## src/design/sobm_pkg.sv

```systemverilog
package sobm_pkg;

   localparam int CH_W     = 8;
   localparam int PIX_W    = 24;
   localparam int NUM_CH   = PIX_W / CH_W;
   localparam int NUM_TAPS = 9;
   localparam int EDGE_W   = 8;

   // gradient range is +/-1020, sum of squares at most 2080800
   localparam int GRAD_W = 11;
   localparam int SQ_W   = 21;
   localparam int ROOT_W = (SQ_W + 1) / 2;

   // gradient stage, square-sum stage, one stage per root bit
   localparam int LANE_STAGES = 2 + ROOT_W;
   // plus the merge / output register
   localparam int NUM_STAGES  = LANE_STAGES + 1;

   typedef logic [CH_W-1:0]   chan_type;
   typedef logic [PIX_W-1:0]  pix_type;
   typedef logic [ROOT_W-1:0] mag_type;
   typedef logic [EDGE_W-1:0] edge_type;

endpackage

```

## src/design/sobm_req_if.sv

```systemverilog
interface sobm_req_if;
   import sobm_pkg::*;

   logic    valid;
   logic    ready;
   pix_type top_left;
   pix_type top_middle;
   pix_type top_right;
   pix_type middle_left;
   pix_type window_centre;
   pix_type middle_right;
   pix_type bottom_left;
   pix_type bottom_middle;
   pix_type bottom_right;

   modport source (
      output valid, top_left, top_middle, top_right, middle_left, window_centre,
             middle_right, bottom_left, bottom_middle, bottom_right,
      input  ready
   );
   modport sink (
      input  valid, top_left, top_middle, top_right, middle_left, window_centre,
             middle_right, bottom_left, bottom_middle, bottom_right,
      output ready
   );
endinterface

```

## src/design/sobm_rsp_if.sv

```systemverilog
interface sobm_rsp_if;
   import sobm_pkg::*;

   logic     valid;
   logic     ready;
   edge_type edge_value;

   modport source (output valid, edge_value, input ready);
   modport sink (input valid, edge_value, output ready);
endinterface

```

## src/design/sobel_edge_magnitude_3x3_core.sv

```systemverilog
// Sobel edge magnitude on 3x3 windows of 24-bit BGR pixels. One window is
// taken per request and gives one 8-bit edge value: the low byte of the
// largest of the three per-channel magnitudes floor(sqrt(gx^2 + gy^2)), so
// values above 255 wrap. Throughput is one request per clock unless the
// output stalls. Stages: gradient, square sum, the 11-stage bit-per-stage
// root pipeline and the merge register. A stage holds its data only while
// the stage after it is stalled, so bubbles collapse and requests keep
// entering while a result waits on the output until no bubble is left.
module sobel_edge_magnitude_3x3_core (
   input  logic       clock,
   input  logic       reset,
   sobm_req_if.sink   req_ch,
   sobm_rsp_if.source rsp_ch
);
   import sobm_pkg::*;

   // per-stage valid and advance
   logic [NUM_STAGES-1:0] valid_ff;
   logic [NUM_STAGES-1:0] valid_in;
   logic [NUM_STAGES-1:0] en;

   pix_type  win [NUM_TAPS];
   mag_type  mag [NUM_CH];
   mag_type  best;
   edge_type edge_in, edge_ff;

   // a stage moves when it is empty or its successor moves
   always_comb begin
      en[NUM_STAGES-1] = !valid_ff[NUM_STAGES-1] || rsp_ch.ready;
      for (int s = NUM_STAGES - 2; s >= 0; s--) begin
         en[s] = !valid_ff[s] || en[s+1];
      end
   end

   always_comb begin
      for (int s = 0; s < NUM_STAGES; s++) begin
         if (en[s]) begin
            valid_in[s] = (s == 0) ? req_ch.valid : valid_ff[(s == 0) ? 0 : s - 1];
         end else begin
            valid_in[s] = valid_ff[s];
         end
      end
   end

   always_ff @(posedge clock) begin
      if (reset) begin
         valid_ff <= '0;
      end else begin
         valid_ff <= valid_in;
      end
   end

   assign req_ch.ready = en[0];

   // window in row order
   assign win[0] = req_ch.top_left;
   assign win[1] = req_ch.top_middle;
   assign win[2] = req_ch.top_right;
   assign win[3] = req_ch.middle_left;
   assign win[4] = req_ch.window_centre;
   assign win[5] = req_ch.middle_right;
   assign win[6] = req_ch.bottom_left;
   assign win[7] = req_ch.bottom_middle;
   assign win[8] = req_ch.bottom_right;

   // lane 0 blue, 1 green, 2 red
   for (genvar c = 0; c < NUM_CH; c++) begin : g_lane
      chan_type pix [NUM_TAPS];

      for (genvar k = 0; k < NUM_TAPS; k++) begin : g_tap
         assign pix[k] = win[k][c*CH_W +: CH_W];
      end

      sobm_lane u_lane (
         .clock (clock),
         .en    (en[LANE_STAGES-1:0]),
         .pix   (pix),
         .mag   (mag[c])
      );
   end

   // merge: max over full magnitudes, then keep the low byte
   always_comb begin
      best = mag[0];
      for (int c = 1; c < NUM_CH; c++) begin
         if (mag[c] > best) begin
            best = mag[c];
         end
      end
      edge_in = best[EDGE_W-1:0];
   end

   always_ff @(posedge clock) begin
      if (en[NUM_STAGES-1]) begin
         edge_ff <= edge_in;
      end
   end

   assign rsp_ch.valid      = valid_ff[NUM_STAGES-1];
   assign rsp_ch.edge_value = edge_ff;

endmodule

```

## src/design/sobm_isqrt.sv

```systemverilog
// Pipelined floor square root, one result bit per stage.
module sobm_isqrt (
   input  logic                          clock,
   input  logic [sobm_pkg::ROOT_W-1:0]   en,
   input  logic [sobm_pkg::SQ_W-1:0]     value,
   output sobm_pkg::mag_type             root
);
   import sobm_pkg::*;

   localparam int VAL_W = 2 * ROOT_W;

   logic [ROOT_W-1:0] root_ff [ROOT_W];
   logic [ROOT_W:0]   rem_ff  [ROOT_W-1];
   logic [VAL_W-1:0]  val_ff  [ROOT_W-1];

   for (genvar i = 0; i < ROOT_W; i++) begin : g_stage
      logic [ROOT_W:0]   rem_prev;
      logic [ROOT_W-1:0] root_prev;
      logic [VAL_W-1:0]  val_prev;
      logic [ROOT_W+2:0] rem_sh;
      logic [ROOT_W+2:0] trial;
      logic [ROOT_W+2:0] diff;
      logic              take;

      if (i == 0) begin : g_first
         assign rem_prev  = '0;
         assign root_prev = '0;
         assign val_prev  = VAL_W'(value);
      end else begin : g_next
         assign rem_prev  = rem_ff[i-1];
         assign root_prev = root_ff[i-1];
         assign val_prev  = val_ff[i-1];
      end

      // bring down the next digit pair, try (root << 2) | 1
      assign rem_sh = {rem_prev, val_prev[VAL_W-1 -: 2]};
      assign trial  = {1'b0, root_prev, 2'b01};
      assign take   = (rem_sh >= trial);
      assign diff   = rem_sh - trial;

      always_ff @(posedge clock) begin
         if (en[i]) begin
            root_ff[i] <= {root_prev[ROOT_W-2:0], take};
         end
      end

      if (i < ROOT_W - 1) begin : g_rem
         always_ff @(posedge clock) begin
            if (en[i]) begin
               rem_ff[i] <= take ? diff[ROOT_W:0] : rem_sh[ROOT_W:0];
               val_ff[i] <= {val_prev[VAL_W-3:0], 2'b00};
            end
         end
      end
   end

   assign root = root_ff[ROOT_W-1];

endmodule

```

## src/design/sobm_lane.sv

```systemverilog
// One color channel: Sobel gradients, sum of squares, root.
module sobm_lane (
   input  logic                               clock,
   input  logic [sobm_pkg::LANE_STAGES-1:0]   en,
   input  sobm_pkg::chan_type                 pix [sobm_pkg::NUM_TAPS],
   output sobm_pkg::mag_type                  mag
);
   import sobm_pkg::*;

   logic signed [GRAD_W-1:0]   p [NUM_TAPS];
   logic signed [GRAD_W-1:0]   gx_in, gy_in;
   logic signed [GRAD_W-1:0]   gx_ff, gy_ff;
   logic signed [2*GRAD_W-1:0] sqx, sqy;
   logic [SQ_W-1:0]            sum_in, sum_ff;

   always_comb begin
      for (int k = 0; k < NUM_TAPS; k++) begin
         p[k] = $signed({{(GRAD_W-CH_W){1'b0}}, pix[k]});
      end
   end

   // taps in row order; x kernel {1,0,-1} {2,0,-2} {1,0,-1},
   // y kernel {1,2,1} {0,0,0} {-1,-2,-1}
   assign gx_in = p[0] - p[2] + (p[3] <<< 1) - (p[5] <<< 1) + p[6] - p[8];
   assign gy_in = p[0] + (p[1] <<< 1) + p[2] - p[6] - (p[7] <<< 1) - p[8];

   always_ff @(posedge clock) begin
      if (en[0]) begin
         gx_ff <= gx_in;
         gy_ff <= gy_in;
      end
   end

   assign sqx    = gx_ff * gx_ff;
   assign sqy    = gy_ff * gy_ff;
   assign sum_in = SQ_W'($unsigned(sqx) + $unsigned(sqy));

   always_ff @(posedge clock) begin
      if (en[1]) begin
         sum_ff <= sum_in;
      end
   end

   sobm_isqrt u_isqrt (
      .clock (clock),
      .en    (en[LANE_STAGES-1:2]),
      .value (sum_ff),
      .root  (mag)
   );

endmodule
```

## src/flat_wrapper.sv

```systemverilog
// flat-port wrapper written by rule: the top's interface ports become plain ports
module sobel_edge_magnitude_3x3_core_flat import sobm_pkg::*;
  (clock, reset, req_ch_valid, req_ch_top_left, req_ch_top_middle, req_ch_top_right, req_ch_middle_left, req_ch_window_centre, req_ch_middle_right, req_ch_bottom_left, req_ch_bottom_middle, req_ch_bottom_right, req_ch_ready, rsp_ch_valid, rsp_ch_edge_value, rsp_ch_ready);
  sobm_req_if req_ch_i ();
  sobm_rsp_if rsp_ch_i ();
  input  logic clock;
  input  logic reset;
  input wire logic [$bits(req_ch_i.valid)-1:0] req_ch_valid;
  input wire logic [$bits(req_ch_i.top_left)-1:0] req_ch_top_left;
  input wire logic [$bits(req_ch_i.top_middle)-1:0] req_ch_top_middle;
  input wire logic [$bits(req_ch_i.top_right)-1:0] req_ch_top_right;
  input wire logic [$bits(req_ch_i.middle_left)-1:0] req_ch_middle_left;
  input wire logic [$bits(req_ch_i.window_centre)-1:0] req_ch_window_centre;
  input wire logic [$bits(req_ch_i.middle_right)-1:0] req_ch_middle_right;
  input wire logic [$bits(req_ch_i.bottom_left)-1:0] req_ch_bottom_left;
  input wire logic [$bits(req_ch_i.bottom_middle)-1:0] req_ch_bottom_middle;
  input wire logic [$bits(req_ch_i.bottom_right)-1:0] req_ch_bottom_right;
  output wire logic [$bits(req_ch_i.ready)-1:0] req_ch_ready;
  output wire logic [$bits(rsp_ch_i.valid)-1:0] rsp_ch_valid;
  output wire logic [$bits(rsp_ch_i.edge_value)-1:0] rsp_ch_edge_value;
  input wire logic [$bits(rsp_ch_i.ready)-1:0] rsp_ch_ready;
  assign req_ch_i.valid = req_ch_valid;
  assign req_ch_i.top_left = req_ch_top_left;
  assign req_ch_i.top_middle = req_ch_top_middle;
  assign req_ch_i.top_right = req_ch_top_right;
  assign req_ch_i.middle_left = req_ch_middle_left;
  assign req_ch_i.window_centre = req_ch_window_centre;
  assign req_ch_i.middle_right = req_ch_middle_right;
  assign req_ch_i.bottom_left = req_ch_bottom_left;
  assign req_ch_i.bottom_middle = req_ch_bottom_middle;
  assign req_ch_i.bottom_right = req_ch_bottom_right;
  assign req_ch_ready = req_ch_i.ready;
  assign rsp_ch_valid = rsp_ch_i.valid;
  assign rsp_ch_edge_value = rsp_ch_i.edge_value;
  assign rsp_ch_i.ready = rsp_ch_ready;
  sobel_edge_magnitude_3x3_core u_core (.clock(clock), .reset(reset), .req_ch(req_ch_i), .rsp_ch(rsp_ch_i));
endmodule
```

## config.mk

```make
export PLATFORM = sky130hd
export DESIGN_NAME = sobel_edge_magnitude_3x3_core_flat
export DESIGN_NICKNAME = d
export VERILOG_FILES = /design/src/design/sobm_pkg.sv /design/src/design/sobm_req_if.sv /design/src/design/sobm_rsp_if.sv /design/src/design/sobel_edge_magnitude_3x3_core.sv /design/src/design/sobm_isqrt.sv /design/src/design/sobm_lane.sv /design/src/flat_wrapper.sv
export SDC_FILE = /design/constraint.sdc
export NUM_CORES = 2
export LEC_CHECK = 0
export BUFFER_PORTS_ARGS = -buffer_cell sky130_fd_sc_hd__buf_2
export CORE_MARGIN = 1
export CORE_UTILIZATION = 58
export DETAILED_ROUTE_END_ITERATION = 10
export GPL_TIMING_DRIVEN = 0
export PLACE_DENSITY = 0.86
export SLEW_MARGIN = 20
export SYNTH_ARGS = -nofsm -noshare
export SYNTH_HDL_FRONTEND = slang
export SYNTH_SLANG_ARGS = --single-unit
```

## constraint.sdc

```tcl
create_clock -name clock -period 6.6 [get_ports clock]
set_input_delay 0.33 -clock clock [delete_from_list [all_inputs] [get_ports clock]]
set_output_delay 0.33 -clock clock [all_outputs]
set_load 0.05 [all_outputs]
```

; After elaboration in Yosys (flattened, before gate mapping)
; Memories as Yosys holds them, arrays and structs flattened.
; Index checks and enable logic that the tools add are counted.
[totals]
ff_bits = 151
latchBits = 0
ramBits = 1323
mem_bits_ro = 0
input_bits = 220
out_inout_bits = 10
wordCells = 219
mem_count = 9
[op_classes]
add_sub_neg = 63
multipliers = 6
div_mod_pow = 0
magnitude_cmp = 35
n_eq_ne = 0
shifts = 0
n_mux = 54
bitwise = 0
n_reduce_logical = 28
[memory_table]
columns = name, words, word_bits, rd, rd_clocked_by_memory_dff, wr, line
row1 = u_core.g_lane[0].u_lane.u_isqrt.val_ff, 10, 20, 10, 0, 10, sobm_isqrt.sv:14  ; logic [VAL_W-1:0] val_ff [ROOT_W-1];
row2 = u_core.g_lane[1].u_lane.u_isqrt.val_ff, 10, 20, 10, 0, 10, sobm_isqrt.sv:14
row3 = u_core.g_lane[2].u_lane.u_isqrt.val_ff, 10, 20, 10, 0, 10, sobm_isqrt.sv:14
row4 = u_core.g_lane[0].u_lane.u_isqrt.root_ff, 11, 11, 11, 0, 11, sobm_isqrt.sv:12  ; logic [ROOT_W-1:0] root_ff [ROOT_W];
row5 = u_core.g_lane[1].u_lane.u_isqrt.root_ff, 11, 11, 11, 0, 11, sobm_isqrt.sv:12
row6 = u_core.g_lane[2].u_lane.u_isqrt.root_ff, 11, 11, 11, 0, 11, sobm_isqrt.sv:12
row7 = +3 memories, --, --, --, --, --, --
[op_table]
columns = operator, n
row1 = $ge A14 B13 Y1, 30
row2 = $mux W12, 30
row3 = $sub A12 B12 Y12, 27
row4 = $mul A11 B11 Y21, 6
row5 = $sub A11 B9 Y11, 9
row6 = $sub A11 B10 Y11, 6
row7 = $add A21 B21 Y21, 3
row8 = $add A10 B8 Y11, 3
row9 = $add A11 B10 Y11, 3
row10 = $add A11 B9 Y11, 3
row11 = $add A8 B9 Y10, 3
row12 = $sub A8 B8 Y9, 3
row13 = $gt A11 B11 Y1, 2
row14 = $mux W1, 22
row15 = $logic_not A1 Y1, 14
row16 = $logic_or A1 B1 Y1, 14
row17 = $mux W11, 1
row18 = $mux W8, 1
row19 = $sub A1 B1 Y2 const B, 3
row20 = $ge A1 B1 Y1 const B, 3

; Logic depth before layout (Yosys ltp)
[depth]
ltp_word = 15
depth_mapped = 24
depth_no_buf = 23

; Modules after synthesis
; Synthesis repeated with hierarchy kept, for this count alone.
[hier_totals]
cells_unflattened = 6507
area_unflattened_um2 = 76098.0
[modules_own_cells]
columns = module, instances, cells_each, area_each_um2, seq_area_each_um2
row1 = sobm_isqrt, 3, 951, 12991.2, 8498.2
row2 = sobm_lane at u_core.g_lane[1].u_lane, 1, 1147, 11837.6, 1291.2
row3 = sobm_lane at u_core.g_lane[0].u_lane, 1, 1151, 11825.1, 1291.2
row4 = sobm_lane at u_core.g_lane[2].u_lane, 1, 1144, 11676.2, 1291.2
row5 = sobel_edge_magnitude_3x3_core, 1, 212, 1785.5, 520.5

; Worst setup path before layout
; No wires, ideal clock.
[synth_path]
path_kind = register -> register
startpoint = register u_core.valid_ff[13]
endpoint = memory u_core.g_lane[0].u_lane.u_isqrt.rem_ff[3][0] (netlist name) (enable)
setup_ns = 1.095
arrival_ns = 5.566
slack_ns = -0.061
stages_incl_launch_ff = 7
path_buffers = 0
synth_period_minus_slack_ns = 6.661
path_cell_list = dfxtp_1 > and2b_1 > inv_1 > nor2_1 > nand2_1 > nor2_1 > nand3_1
[synth_rtl]
columns = item, line
row1 = "start, declared", sobel_edge_magnitude_3x3_core.sv:18  ; logic [NUM_STAGES-1:0] valid_ff;
row2 = "start signal, assigned", sobel_edge_magnitude_3x3_core.sv:49  ; valid_ff <= valid_in;
row3 = "end, declared", sobm_isqrt.sv:13  ; logic [ROOT_W:0] rem_ff [ROOT_W-1];

; Worst setup path after layout
[layout_path]
startpoint = register u_core.g_lane[2].u_lane.gx_ff[5]
endpoint = register u_core.g_lane[2].u_lane.sum_ff[19], data pin
[layout_between]
elab_chain_len = 2
[layout_lines]
columns = item, line
row1 = "start, declared", sobm_lane.sv:12  ; logic signed [GRAD_W-1:0] gx_ff, gy_ff;
row2 = "start signal, assigned", sobm_lane.sv:29  ; gx_ff <= gx_in;
row3 = $mul A11 B11 Y21, sobm_lane.sv:34  ; assign sqx = gx_ff * gx_ff;
row4 = $add A21 B21 Y21, sobm_lane.sv:36  ; assign sum_in = SQ_W'($unsigned(sqx) + $unsigned(sqy));
row5 = net u_core.g_lane[2].u_lane.sum_in[19], sobm_lane.sv:14  ; logic [SQ_W-1:0] sum_in, sum_ff;
row6 = "end signal, assigned", sobm_lane.sv:40  ; sum_ff <= sum_in;
row7 = "end, declared", sobm_lane.sv:14
; The timed path passes the listed nets, and every way through them passes these cells.
; A chain may end at the register's enable or synchronous reset.

==> flow_summary.yaml <==
placed_design:
  io_buffers: 205
  place_inst: 8302
  place_congestion: 0.914
  hpwl_um: 112000
  place_ws_ns: -0.654
status:
  violations: "negative setup slack"
  status: "complete, but fails checks"
timing:
  hold_viol: 0
  maxSlewViolCount: 0
  fin_worst_skew_ns: 0.0628
  rsz0062_at_grt: "true"
  setup_slack_ns: -0.0181
  finalCritPeriodShare_pct: 100
  max-slew-margin-rel_pct: 28.9
  worst_slew_pin_slew_ns: 1.06
  period_needed_ns: 6.62
  fmax_mhz: 151
  fin_tns_setup_ns: -0.0310
  final-setup-viol-count: 2
worst_setup_path:
  start_kind: "register"
  max_stage_delay_ns: 0.55
  cp_common_cell: "fa_1"
  cp_data_required_time_ns: 6.98
  endpoint_kind: "register"
  cpMaxStageDelayCell: "fa_1"
  path_cells: "clkbuf_8 > clkinvlp_4 > nor2_1 > fa_1 > inv_1 > fa_1 > inv_1 > ha_1 > inv_2 > fa_1 > fa_1 > inv_1 > fa_1 > fa_1 > ha_4 > o21ai_0 > nor2_1 > or4_4 > a41o_4 > o31ai_4 > a311oi_2 > xor2_1"
  path_class: "register to register"
  path_max_fanout: 5
  crit_arrival_ns: 7.00
layout:
  antennaDiodeCount: 0
  seq_area_um2: 29800
  area_growth_pct: 11.0
  fin_cells: 8591
  final_common_cell: "inv_1"
  layout-drive-gt1-share_pct: 10.7
  nets: 8508
  fill_cells: 8558
  final_cell_mix: "inv_1 (1,463), edfxtp_1 (983), fa_1 (825)"
  multi_input_area_um2: 39500
synthesis:
  async_flop_share_pct: 0
  netlist_instances: 6421
  synth_area_um2: 74800
  yosysWarnings: 0
  avgSynthCellArea_um2: 11.6
  ys_types: 78
  synth_flop_cell: "edfxtp_1"
  ys_ff_latch: 997
  synth_edf_count: 983
  ys_seq_area_share_pct: 39.8
drt:
  post-route-drc-count: 0
  drt_first_pass_iters: 5
  via_per_inst: 5.46
  wl_per_cell_um: 17.5
  vias: 46900
  routed_wl_um: 150000
  drtIter0Drc: 2889
  detail-route-antenna-nets: 0
cts:
  cts_buffers: 98
  clockBufferDepth: 3
  cts_tree: "yes"
  clock_latency_ns: 0.70
  path_clk_slew_ns: 0.08
  cts_sinks: 997
  htree_levels: 3
  root_buffer: "clkbuf_16"
floorplan:
  coreArea_um2: 128000
  dieArea_um2: 130000
  rows: 131
  die_h_um: 361
  start_util_pct: 58.6
  io_pins: 230
  die-width_um: 361
job:
  maxCapViolCount: 0
grt:
  grt_pass1_wl_um: 243000
  antenna_found_initial: 2
  first_global_vias: 50300
  grt_overflow: 0
  grt_max_degree: 56
  grtUsageTotal_pct: 23.0
hold_path:
  min_path_type: "input pin to register"
-- routing by layer --
metal	up-vias	wire length, µm	GRT usage [%]	part of all wire, %
li1	21700	-	-	-
met1	23200	58000	27.0	39
met2	1606	78200	41.9	52
met3	453	7150	3.14	4.8
met4	4	6730	10.1	4.5
met5	-	26	0	0.017
-- sequential cells by signal (all words and copies together), names as in the netlist --
| signal | flops |
|---|---|
| u_core.g_lane.u_lane.gx_ff | 33 |
| u_core.g_lane.u_lane.gy_ff | 33 |
| u_core.g_lane.u_lane.sum_ff | 63 |
| u_core.g_lane.u_lane.u_isqrt.rem_ff | 318 |
| u_core.g_lane.u_lane.u_isqrt.root_ff | 198 |
| u_core.g_lane.u_lane.u_isqrt.val_ff | 330 |
| u_core.rsp_ch.edge_value | 8 |
| u_core.valid_ff | 14 |
-- cell usage after synthesis (12+ instances only) --
master / count / area [µm²]
inv_1: 1485 / 5570
edfxtp_1: 983 / 29500
fa_1: 840 / 16800
ha_1: 599 / 7490
nand2_1: 381 / 1430
nor2_1: 262 / 983
xnor2_1: 243 / 2130
a21oi_1: 228 / 1140
o21ai_0: 195 / 976
xor2_1: 132 / 1160
and2_1: 131 / 820
nor2b_1: 100 / 626
o21a_1: 81 / 608
a21o_1: 79 / 593
clkbuf_1: 71 / 267
nor3_1: 69 / 345
mux2_2: 53 / 597
nand2b_1: 44 / 275
nand3_1: 42 / 210
nor4_1: 40 / 250
o31ai_1: 29 / 218
or3_1: 27 / 169
nand4_1: 26 / 163
mux2i_1: 19 / 190
o21bai_1: 19 / 143
a31oi_1: 18 / 113
buf_2: 17 / 85.1
or4_1: 17 / 128
and3_1: 14 / 87.6
dfxtp_1: 14 / 280
a211oi_1: 13 / 97.6
or2_2: 13 / 81.3
o211ai_1: 12 / 90.1
-- worst max-delay path, delay by kind of cell, from the launching register on --
kind	cells	cell delay, ns
AO/OA/AOI/OAI	4	0.92
XOR/XNOR	1	0.17
adder cells (fa/ha/maj)	8	3.35
buffers and inverters	6	0.60
flip-flops	1	0.39
AND/OR/NAND/NOR	3	0.92
-- kinds of logic (layout without fill, tap and decap cells) --
kind of cell | after synthesis | after routing | synth area share, %
buffers and inverters | 1578 | 2084 | 7.97
adders and majority gates | 1439 | 1439 | 32.5
and+or+nand+nor | 1210 | 1210 | 7.96
DFF | 997 | 997 | 39.8
AOI/OAI and AO/OA | 749 | 749 | 6.27
xor gates and xnor gates | 375 | 375 | 4.39
muxes | 72 | 72 | 1.05
other | 1 | 3 | 0.00501
-- final timing paths --
kind                                           startpoint  cells past startpoint                                                      end  slack [ns]
max            u_core.g_lane[2].u_lane.gx_ff[5]$_DFFE_PP_                     22             u_core.g_lane[2].u_lane.sum_ff[19]$_DFFE_PP_       -0.02
min                               req_ch_bottom_right[17]                      3               u_core.g_lane[2].u_lane.gy_ff[0]$_DFFE_PP_        0.08
max reg2reg    u_core.g_lane[2].u_lane.gx_ff[5]$_DFFE_PP_                     22             u_core.g_lane[2].u_lane.sum_ff[19]$_DFFE_PP_       -0.02
min reg2reg  u_core.g_lane[1].u_lane.sum_ff[15]$_DFFE_PP_                      0  u_core.g_lane[1].u_lane.u_isqrt.val_ff[0][15]$_DFFE_PP_        0.38
-- layout make-up --
type	instances	share of cell area, %
Inverter	1485	6.75
Clock inverter	59	0.762
Sequential cell	997	35.9
Clock buffer	121	3.13
Multi-Input combinational cell	3848	47.6
Buffer	73	0.597
Timing Repair Buffer	346	2.79
Tap cell	1662	2.50
-- metrics by stage --
stage          hold slack, ns  area, µm²  utilization (%)
2_1_floorplan           0.399      74800                -
3_3_place_gp            0.400      77900             61.0
3_5_place_dp            0.405      78300             61.3
4_1_cts                0.0541      82000             64.3
5_1_grt                0.0650      83000             65.0
6_report               0.0824      83000             65.0
-- timing repair --
action                                  in CTS  in global routing
endpoints found under the hold margin        6                  0
endpoints found under the setup margin      22                 17
hold buffers                                 4                  0
setup buffers                               45                 80
pin swaps                                    3                 52
resized for setup                           77                165
Power is left out: the tool's default activity adds up to more than one toggle a clock period on the data nets, which glitch-free logic cannot reach.
